`src/sv/rbd_pkg.sv`:
```
// ----------------------------------------------------------------------------
// rbd_pkg
// Shared types and constants for the ring buffer deque: request and response
// payloads, request codes and controller states.
// ----------------------------------------------------------------------------
package rbd_pkg;

   localparam int DEPTH_DEF = 64;
   localparam int DATA_W    = 32;
   localparam int KIND_W    = 3;
   localparam int OFFSET_W  = 6;
   localparam int COUNT_W   = 6;

   typedef enum logic [KIND_W-1:0] {
      REQ_WRITE = 3'd0,
      REQ_READ  = 3'd1,
      REQ_PEEK  = 3'd2,
      REQ_POP   = 3'd3,
      REQ_INDEX = 3'd4
   } req_kind_type;

   typedef enum logic [1:0] {
      ST_IDLE,
      ST_LOAD,
      ST_SEND
   } state_type;

   typedef struct packed {
      logic [KIND_W-1:0]   req_type;
      logic [DATA_W-1:0]   write_value;
      logic [OFFSET_W-1:0] offset;
   } req_payload_type;

   typedef struct packed {
      logic                status;
      logic [DATA_W-1:0]   read_value;
      logic [COUNT_W-1:0]  entry_count;
      logic                is_empty;
      logic                is_full;
   } rsp_payload_type;

endpackage

```
`src/sv/ring_buffer_deque_top.sv`:
```
// ----------------------------------------------------------------------------
// ring_buffer_deque_top
// Ring buffer of 32-bit words with write, read-oldest, peek, pop-newest and
// indexed-read requests; one response per request.
// ----------------------------------------------------------------------------
// The buffer holds up to DEPTH-1 words in a single RAM with registered read
// data; one slot always stays empty to tell full from empty. Head and tail
// pointers count modulo DEPTH, which need not be a power of two. One request
// is in flight at a time. A request that reads a word (a successful read,
// peek, pop or indexed read) passes from the accepting edge through the RAM
// read (ST_LOAD) to the response (ST_SEND), which raises response valid; a
// write or an error response goes straight to ST_SEND. The input reopens in
// the cycle after the response is taken, so the next request waits for the
// response to the last one. Every response carries status (1 on error), the
// word read (zero on a write or an error), and the count and empty/full flags
// after the request.
module ring_buffer_deque_top #(
   parameter int DEPTH = rbd_pkg::DEPTH_DEF
) (
   input  logic                    clock,
   input  logic                    reset,
   input  logic                    req_valid,
   output logic                    req_ready,
   input  rbd_pkg::req_payload_type req_data,
   output logic                    rsp_valid,
   input  logic                    rsp_ready,
   output rbd_pkg::rsp_payload_type rsp_data
);

   localparam int PTR_W = $clog2(DEPTH);
   localparam int CNT_W = PTR_W + 1;
   localparam int CMP_W = (CNT_W > rbd_pkg::OFFSET_W) ? CNT_W : rbd_pkg::OFFSET_W;
   localparam int SUM_W = CMP_W + 1;
   localparam logic [PTR_W-1:0] LAST_IDX  = PTR_W'(DEPTH - 1);
   localparam logic [CNT_W-1:0] DEPTH_CNT = CNT_W'(DEPTH);
   localparam logic [CNT_W-1:0] FULL_CNT  = CNT_W'(DEPTH - 1);
   localparam logic [SUM_W-1:0] DEPTH_SUM = SUM_W'(DEPTH);

   // Controller and pointer state
   rbd_pkg::state_type       state_ff, state_in;
   logic [PTR_W-1:0]         head_ff, head_in;
   logic [PTR_W-1:0]         tail_ff, tail_in;
   rbd_pkg::rsp_payload_type rsp_ff, rsp_in;

   // Request decode
   logic                     accept;
   logic                     req_ok;
   logic                     needs_read;
   logic [CNT_W-1:0]         count_cur;
   logic [CNT_W-1:0]         count_new;
   logic [CMP_W-1:0]         count_wide;
   logic [CMP_W-1:0]         offset_wide;
   logic [SUM_W-1:0]         index_sum;
   logic [SUM_W-1:0]         index_wrap;
   logic [PTR_W-1:0]         head_inc;
   logic [PTR_W-1:0]         tail_inc;
   logic [PTR_W-1:0]         tail_dec;

   // RAM port signals
   logic                     ram_wr_en;
   logic                     ram_rd_en;
   logic [PTR_W-1:0]         ram_rd_addr;
   logic [rbd_pkg::DATA_W-1:0] ram_rd_data;

   rbd_ram #(
      .WIDTH (rbd_pkg::DATA_W),
      .DEPTH (DEPTH)
   ) u_slots (
      .clock   (clock),
      .wr_en   (ram_wr_en),
      .wr_addr (tail_ff),
      .wr_data (req_data.write_value),
      .rd_en   (ram_rd_en),
      .rd_addr (ram_rd_addr),
      .rd_data (ram_rd_data)
   );

   assign accept = req_valid && req_ready;

   // Stored count from the pointers; both stay below DEPTH
   always_comb begin
      if (tail_ff >= head_ff) begin
         count_cur = CNT_W'(tail_ff) - CNT_W'(head_ff);
      end else begin
         count_cur = CNT_W'(tail_ff) + DEPTH_CNT - CNT_W'(head_ff);
      end
   end

   // Pointer neighbors, wrapping at DEPTH
   assign head_inc = (head_ff == LAST_IDX) ? '0 : head_ff + PTR_W'(1);
   assign tail_inc = (tail_ff == LAST_IDX) ? '0 : tail_ff + PTR_W'(1);
   assign tail_dec = (tail_ff == '0) ? LAST_IDX : tail_ff - PTR_W'(1);

   // Indexed address: head plus offset stays below 2*DEPTH when in range
   assign count_wide  = CMP_W'(count_cur);
   assign offset_wide = CMP_W'(req_data.offset);
   assign index_sum   = SUM_W'(head_ff) + SUM_W'(offset_wide);
   assign index_wrap  = (index_sum >= DEPTH_SUM) ? index_sum - DEPTH_SUM : index_sum;

   // Decode the request: check it, pick the read address, move the pointers
   always_comb begin
      req_ok      = 1'b0;
      needs_read  = 1'b0;
      ram_rd_addr = head_ff;
      head_in     = head_ff;
      tail_in     = tail_ff;
      count_new   = count_cur;
      unique case (req_data.req_type)
         rbd_pkg::REQ_WRITE: begin
            req_ok = (count_cur != FULL_CNT);
            if (req_ok) begin
               tail_in   = tail_inc;
               count_new = count_cur + CNT_W'(1);
            end
         end
         rbd_pkg::REQ_READ: begin
            req_ok     = (count_cur != '0);
            needs_read = req_ok;
            if (req_ok) begin
               head_in   = head_inc;
               count_new = count_cur - CNT_W'(1);
            end
         end
         rbd_pkg::REQ_PEEK: begin
            req_ok     = (count_cur != '0);
            needs_read = req_ok;
         end
         rbd_pkg::REQ_POP: begin
            req_ok      = (count_cur != '0);
            needs_read  = req_ok;
            ram_rd_addr = tail_dec;
            if (req_ok) begin
               tail_in   = tail_dec;
               count_new = count_cur - CNT_W'(1);
            end
         end
         rbd_pkg::REQ_INDEX: begin
            req_ok      = (offset_wide < count_wide);
            needs_read  = req_ok;
            ram_rd_addr = index_wrap[PTR_W-1:0];
         end
         default: begin
            req_ok = 1'b0;
         end
      endcase
   end

   assign ram_wr_en = accept && req_ok && (req_data.req_type == rbd_pkg::REQ_WRITE);
   assign ram_rd_en = accept && needs_read;

   // Next state
   always_comb begin
      state_in = state_ff;
      unique case (state_ff)
         rbd_pkg::ST_IDLE: begin
            if (accept) begin
               state_in = needs_read ? rbd_pkg::ST_LOAD : rbd_pkg::ST_SEND;
            end
         end
         rbd_pkg::ST_LOAD: begin
            state_in = rbd_pkg::ST_SEND;
         end
         rbd_pkg::ST_SEND: begin
            if (rsp_ready) begin
               state_in = rbd_pkg::ST_IDLE;
            end
         end
         default: begin
            state_in = rbd_pkg::ST_IDLE;
         end
      endcase
   end

   // Response register: fill status and flags at accept, data after the read
   always_comb begin
      rsp_in = rsp_ff;
      if (accept) begin
         rsp_in.status      = !req_ok;
         rsp_in.read_value  = '0;
         rsp_in.entry_count = rbd_pkg::COUNT_W'(count_new);
         rsp_in.is_empty    = (count_new == '0);
         rsp_in.is_full     = (count_new == FULL_CNT);
      end else if (state_ff == rbd_pkg::ST_LOAD) begin
         rsp_in.read_value  = ram_rd_data;
      end
   end

   // Handshake outputs
   always_comb begin
      req_ready = (state_ff == rbd_pkg::ST_IDLE);
      rsp_valid = (state_ff == rbd_pkg::ST_SEND);
      rsp_data  = rsp_ff;
   end

   always_ff @(posedge clock) begin
      if (reset) begin
         state_ff <= rbd_pkg::ST_IDLE;
         head_ff  <= '0;
         tail_ff  <= '0;
      end else begin
         state_ff <= state_in;
         if (accept) begin
            head_ff <= head_in;
            tail_ff <= tail_in;
         end
      end
   end

   always_ff @(posedge clock) begin
      rsp_ff <= rsp_in;
   end

`ifndef SYNTHESIS
   a_ptr_range: assert property (@(posedge clock) disable iff (reset)
      (head_ff <= LAST_IDX) && (tail_ff <= LAST_IDX))
      else $error("pointer beyond DEPTH-1");

   a_error_no_data: assert property (@(posedge clock) disable iff (reset)
      rsp_valid && rsp_data.status |-> rsp_data.read_value == '0)
      else $error("error response carries data");

   a_load_then_send: assert property (@(posedge clock) disable iff (reset)
      state_ff == rbd_pkg::ST_LOAD |=> state_ff == rbd_pkg::ST_SEND)
      else $error("RAM read not followed by response");

   a_flags_exclusive: assert property (@(posedge clock) disable iff (reset)
      rsp_valid |-> !(rsp_data.is_empty && rsp_data.is_full))
      else $error("empty and full both set");
`endif

endmodule

```
`src/sv/rbd_ram.sv`:
```
// ----------------------------------------------------------------------------
// rbd_ram
// Generic simple dual-port RAM: one write port, one read port, registered
// read data.
// ----------------------------------------------------------------------------
module rbd_ram #(
   parameter int WIDTH = rbd_pkg::DATA_W,
   parameter int DEPTH = rbd_pkg::DEPTH_DEF
) (
   input  logic                     clock,
   input  logic                     wr_en,
   input  logic [$clog2(DEPTH)-1:0] wr_addr,
   input  logic [WIDTH-1:0]         wr_data,
   input  logic                     rd_en,
   input  logic [$clog2(DEPTH)-1:0] rd_addr,
   output logic [WIDTH-1:0]         rd_data
);

   logic [WIDTH-1:0] mem_ff [DEPTH];
   logic [WIDTH-1:0] rd_data_ff;

   always_ff @(posedge clock) begin
      if (wr_en) begin
         mem_ff[wr_addr] <= wr_data;
      end
      if (rd_en) begin
         rd_data_ff <= mem_ff[rd_addr];
      end
   end

   assign rd_data = rd_data_ff;

endmodule

```
`config.mk`:
```
export PLATFORM = sky130hd
export DESIGN_NAME = ring_buffer_deque_top
export DESIGN_NICKNAME = d
export VERILOG_FILES = /design/src/sv/rbd_pkg.sv /design/src/sv/ring_buffer_deque_top.sv /design/src/sv/rbd_ram.sv
export SDC_FILE = /design/constraint.sdc
export NUM_CORES = 2
export LEC_CHECK = 0
export BUFFER_PORTS_ARGS = -buffer_cell sky130_fd_sc_hd__buf_2
export CAP_MARGIN = 20
export CORE_UTILIZATION = 40
export CTS_CLUSTER_DIAMETER = 50
export DETAILED_ROUTE_END_ITERATION = 7
export PLACE_DENSITY = 0.53
export RECOVER_POWER = 50
export SLEW_MARGIN = 30
export SYNTH_ARGS = -nofsm -noshare
export SYNTH_HDL_FRONTEND = slang
export SYNTH_HIERARCHICAL = 1
export SYNTH_SLANG_ARGS = --single-unit
```
`constraint.sdc`:
```
create_clock -name clock -period 16.1 [get_ports clock]
set_input_delay 1.61 -clock clock [delete_from_list [all_inputs] [get_ports clock]]
set_output_delay 1.61 -clock clock [all_outputs]
set_load 0.005 [all_outputs]
```
-- Yosys cells after proc, flatten, opt, wreduce, memory -nomap -nowiden
Memory sizes are Yosys's and may differ from the RTL's. A register that Yosys moved wholly into a read port is not among the register bits.
Index checks and enable logic that the tools add are counted.
Widths: inputs -> output; s select.
- output and inout port bits: 43
- memories kept: 1
- logic and storage cells: 72
- memory bits (writable): 2048
- flip-flop bits (word level): 55
- reduce and logical (&&, ||, !) cells: 16
- mux-type cells: 20
- add/subtract/negate cells: 10
- magnitude comparators: 3
- eq/ne operators: 14
- memories (memory ; depth ; bits a word ; read ports ; clocked after Yosys merged registers in ; wr ports ; line ; RTL):
    u_slots.mem_ff ; 64 ; 32 ; 1 ; 1 ; 1 ; rbd_ram.sv:19 ; logic [WIDTH-1:0] mem_ff [DEPTH];
- operator list (operator ; number):
    $mux 6 ; 6
    $pmux 6 s2 ; 2
    $mux 7 ; 3
    $pmux 7 s2 ; 1
    $add 6x1->6 const B ; 2
    $eq 6x6->1 const B ; 2
    $sub 6x1->6 const B ; 2
    $add 6x6->7 ; 1
    $add 6x7->7 const B ; 1
    $add 7x1->7 const B ; 1
    $eq 7x6->1 const B ; 1
    $ge 7x7->1 const B ; 1
    $logic_not 7->1 ; 1
    $lt 6x7->1 ; 1
    $ne 7x6->1 const B ; 1
    $reduce_bool 7->1 ; 1
    $sub 6x6->7 ; 1
    $sub 7x1->7 const B ; 1
    $sub 7x6->7 ; 1
    $eq 3x2->1 const B ; 2
    $ge 6x6->1 ; 1
    $logic_not 6->1 ; 1
    $mux 2 ; 3
    $pmux 2 s3 ; 1
    19 further kinds ; 25

-- Depth between registers and ports, before layout
- depth in word-level cells: 9
- depth in mapped cells: 17
- gate-level depth less buffers: 17

-- Cells and area by module
Netlist, hierarchy kept.
- by module, submodules not included (module ; sequential area each (um^2) ; instances ; cells an instance ; area each (um^2)):
    rbd_ram ; 62459.9 ; 1 ; 3324 ; 78835.6
    ring_buffer_deque_top ; 1191.1 ; 1 ; 341 ; 3213.1

-- Least setup slack after synthesis
Ideal clock, no wire load.
- path kind: input port to flip-flop
- start point: input port req_data[1] in the netlist's numbering
- end point: memory u_slots/mem_ff[48][0] in the netlist's numbering (enable)
- path slack: 9687 ps
- stages: 12
- arrival time: 5952 ps
- path buffers: 0
- required time: 15639 ps
- cell sequence: ha_1 o21a_1 o211ai_1 nand2_1 maj3_1 a21oi_1 o21ai_0 o31a_1 a211oi_1 nor2b_1 nand4b_1 nor3_1
- cells in the longest elaborated chain, start to end: 6
- ends and longest elaborated chain (what ; line ; RTL):
    start: declaration ; ring_buffer_deque_top.sv:24 ; input rbd_pkg::req_payload_type req_data,
    $lt 6x7->1 ; ring_buffer_deque_top.sv:138 ; req_ok = (offset_wide < count_wide);
    $pmux 1 s3 ; ring_buffer_deque_top.sv:108 ; unique case (req_data.req_type)
    $logic_and 1x1->1 (2 in a row) ; ring_buffer_deque_top.sv:148 ; assign ram_wr_en = accept && req_ok && (req_data.req_type == rbd_pkg::REQ_WRITE);
    named net ram_wr_en ; ring_buffer_deque_top.sv:60 ; logic ram_wr_en;
    $mux 1 ; rbd_ram.sv:23 ; if (wr_en) begin
    $mux 1 (not written as such) ; rbd_ram.sv:24 ; mem_ff[wr_addr] <= wr_data;
    end: declaration ; rbd_ram.sv:19 ;
The timed path passes the listed nets, and every way through them passes these cells.

-- Worst setup path after layout
- start point: input port req_data[38] in the netlist's numbering
- end point: register u_slots.rd_data_ff[1], in the netlist u_slots/rd_data[1], read port of u_slots.mem_ff (data pin)
- RTL lines (what ; line ; RTL):
    $eq 3x3->1 / $eq 3x2->1 (equally long branches) ; ring_buffer_deque_top.sv:108 ;
    $pmux 6 s2 * ; ring_buffer_deque_top.sv:108 ;
    named net ram_rd_addr[0] ; ring_buffer_deque_top.sv:62 ; logic [PTR_W-1:0] ram_rd_addr;
    end: declaration ; rbd_ram.sv:20 ; logic [WIDTH-1:0] rd_data_ff;
Mark *: on every way through the listed nets, which the timed path passes. The rest lies on a longest branch.
A chain may end at the register's enable or synchronous reset.

==> out/qor.yml <==
run_status:
  status: "finished with violations"
  violations: "max-capacitance violations, max-slew violations"
routing:
  wl_um: 229300
  routed_via_density: 5.853
  post_drt_wl_per_cell_um: 33.69
  drc_errors: 0
  drtIter0Drc: 4648
  ant_nets: 0
  firstDrtPassIters: 6
  vias: 39837
flow_run:
  maxCapViolCount: 33
sta:
  fin_crit_ns: 6.696
  post-route-period-util_pct: 41.59
  finalSetupViolCount: 0
  final.setup.worst_slack_ns: 9.404
  tns_ns: 0
  fmax_ghz: 0.1493
  final.setup_skew_ns: 0.02893
  slew_headroom_pct: -173.7
  hold_viol_final: 0
  rsz0062_at_grt: "no"
  max_slew.worst_pin.slew_ns: 4.105
  drv_slew: 2120
power:
  swShare_pct: 22.57
  internal_power_mw: 9.324
  p_sw_mw: 2.718
  pwr-share-clk_pct: 42.0
  vdd_ir_drop_max_v: 0.00009516
  powerDensity_nw_per_um2: 128.2
  p_leak_nw: 28.41
  p_comb_share_pct: 6.8
  p_seq_share_pct: 51.2
  power_mw: 12.04
yosys:
  syn_inst: 3665
  synth_seq_cells: 2135
  yosysUniqueCellTypes: 77
  synth_sequential_area_ratio_pct: 77.58
  synth_fp_nets: 3733
  yosys_most_used_dff: "edfxtp_1"
  netlist_area_um2: 82050
  ys_warn_count: 6
  async_flop_share_pct: 0
  syn_avg_cell_area_um2: 22.39
  synth_edf_count: 2089
cts:
  cts_resized: 0
  clockRootBuffer: "clkbuf_16"
  clkLatencyLatePin_ns: 0.87
  cts_tree: "built"
  post_cts.repair.setup_buffers: 0
  ctsHoldBuffers: 0
  htree_levels: 4
  clk_path_buf_depth: 3
  cts_made_buffers: 225
  path_clk_slew_ns: 0.06
  clkSinkCount: 2135
setup_path:
  worstPathCellList: "buf_2 > nor2b_1 > nand2_1 > a21oi_1 > a221o_4 > buf_4 > buf_4 > buf_4 > mux4_2 > mux4_2 > o22ai_1 > nor2_1"
  r2r_start: "tail_ff[3]$_SDFFE_PP0P_"
  crit_slowest_cell: "buf_4"
  crit_buf_inv: 4
  cp_data_arrival_time_ns: 7.29
  crit_top_cell: "buf_4"
  r2r_setup_slack_ns: 9.62
  reg2regPathDepth: 18
  crit_type: "input port to flip-flop"
  cp-end-kind: "flip-flop"
  crit_required_ns: 16.69
  crit_family: "buffers and inverters"
  crit_path_max_incr_delay_ns: 0.72
  cp-start-kind: "input port"
  regToRegEndpoint: "u_slots/mem_ff[62][27]$_DFFE_PP_"
  cp_max_fo: 38
finish:
  final_nets: 3999
  syn2layout_area_growth_pct: 14.48
  final_util_pct: 46.28
  final_cell_mix: "2089 x edfxtp_1, 544 x mux4_2, 227 x clkbuf_16, 126 x clkbuf_1, 101 x nor2_1"
  drive_above_1_share_pct: 27.27
  final_area_um2: 93930
  final_common_cell: "edfxtp_1"
floorplan:
  start_util_pct: 40.43
  rows: 165
  io_pins: 88
  core-area_um2: 202900
  chipHeight_um: 454.9
  die_area_um2: 206900
  die_w_um: 454.9
worst_hold_path:
  min-delay-start: "u_slots/rd_data[1]$_DFFE_PP_"
  whs_path_depth: 1
  hold-path-endpoint: "rsp_data[9]$_SDFFE_PP0P_"
  min_path_type: "flip-flop to flip-flop"
global_route:
  grt_usage_pct: 22.32
  antenna_found_initial: 13
  grt_pass1_vias: 39936
  grt_first_pass_wirelength_um: 319500
  grt.overflow.total: 0
  grt_max_degree: 99
placement:
  dpl_cell_area_um2: 86840
  dp_slack_ns: 8.408
  io_buffers: 87
  gp_congestion: 0.8003
  hpwlAfterDp_um: 125900
how the worst max path moves through the flow:
stage	slack, ns	endpoint	from	cells past startpoint
floorplan	9.69	u_slots/mem_ff[48][0]$_DFFE_PP_	req_data[1]	12
global placement	8.46	u_slots/rd_data[1]$_DFFE_PP_	req_data[38]	12
detailed placement	8.41	u_slots/rd_data[19]$_DFFE_PP_	req_data[38]	12
CTS	9.33	u_slots/rd_data[19]$_DFFE_PP_	req_data[38]	12
global route	8.91	u_slots/rd_data[1]$_DFFE_PP_	req_data[38]	12
finish	9.40	u_slots/rd_data[1]$_DFFE_PP_	req_data[38]	12
stage by stage:
step / hold WS, ns / cells
global placement: 0.4501 / 6367
detailed placement: 0.4510 / 6376
CTS: 0.4643 / 6798
floorplan: 0.4419 / 3665
global route: 0.4851 / 6799
finish: 0.4628 / 6806
power by group through the flow:
stage	combinational, mW	clock, mW	sequential (mW)
final	0.819	5.06	6.16
after CTS	0.840	5.16	6.15
after global placement	0.835	0	6.26
after detailed placement	0.839	0	6.26
after global routing	0.864	5.35	6.16
after floorplan	0.466	0	6.25
per-layer routing:
metal  routed length [um]  GRT usage [%]  vias to the layer above
met3                16310          3.581                      255
li1                     -              -                    16183
met5                    0              0                        -
met2               111100          36.04                     1600
met4                 5072          5.577                        0
met1                96840          31.72                    21799
worst reg2reg max path: cells and delay by family, from the launching register on:
family,cells,cell delay [ns]
simple gates,5,2.14
compound gates,6,1.17
fa+ha+maj,3,1.12
flops,1,0.95
buf+inv,4,0.80
synthesized netlist by cell type, types with 4 or more instances:
library cell,instances,area [um2]
mux2i_1,96,960.9
ha_1,21,262.8
nand3b_1,6,45.04
xnor2_1,10,87.58
o22ai_1,85,531.8
dfxtp_1,46,920.9
nor2b_1,20,125.1
a211oi_1,4,30.03
buf_4,25,187.7
nand2_1,42,157.7
nand4_1,6,37.54
o221ai_1,30,262.8
nand3_1,12,60.06
buf_2,57,285.3
mux4_2,544,12250
a21oi_1,81,405.4
inv_1,20,75.07
nor3_1,11,55.05
o21ai_0,16,80.08
a21o_1,6,45.04
and3_1,7,43.79
buf_6,5,56.30
a22o_1,32,280.3
a41o_1,4,40.04
and2_1,7,43.79
nand2b_1,10,62.56
edfxtp_1,2089,62730
o32ai_1,4,35.03
a22oi_1,14,105.1
or3_1,9,56.30
a311oi_1,10,87.58
clkbuf_1,86,322.8
nor2_1,164,615.6
buf_1,21,78.83
layout make-up:
cell class              instances  area (um2)
fillers                     16769      109000
flip-flops and latches       2135       63650
multi-input cells            1315       17970
clock buffers                 301        6128
well taps                    2672        3343
repair buffers                233        1623
clock inverters               121        1115
inverters                      21       78.83
diodes                          8       20.02
kinds of logic after synthesis:
group / share of synthesized area [%]
AOI/OAI and AO/OA: 2.721
xor gates and xnor gates: 0.1479
adders and majority gates: 0.3812
buffers and inverters: 1.231
DFF: 77.58
muxes: 16.12
and+or+nand+nor: 1.825
flip-flops by register name, indices dropped and copies added (netlist names):
signal and count:
state_ff 2, tail_ff 6, u_slots/rd_data 32, rsp_data 41
head_ff 6, u_slots/mem_ff 2048
Note: power is estimated with default switching activity, not from simulation.
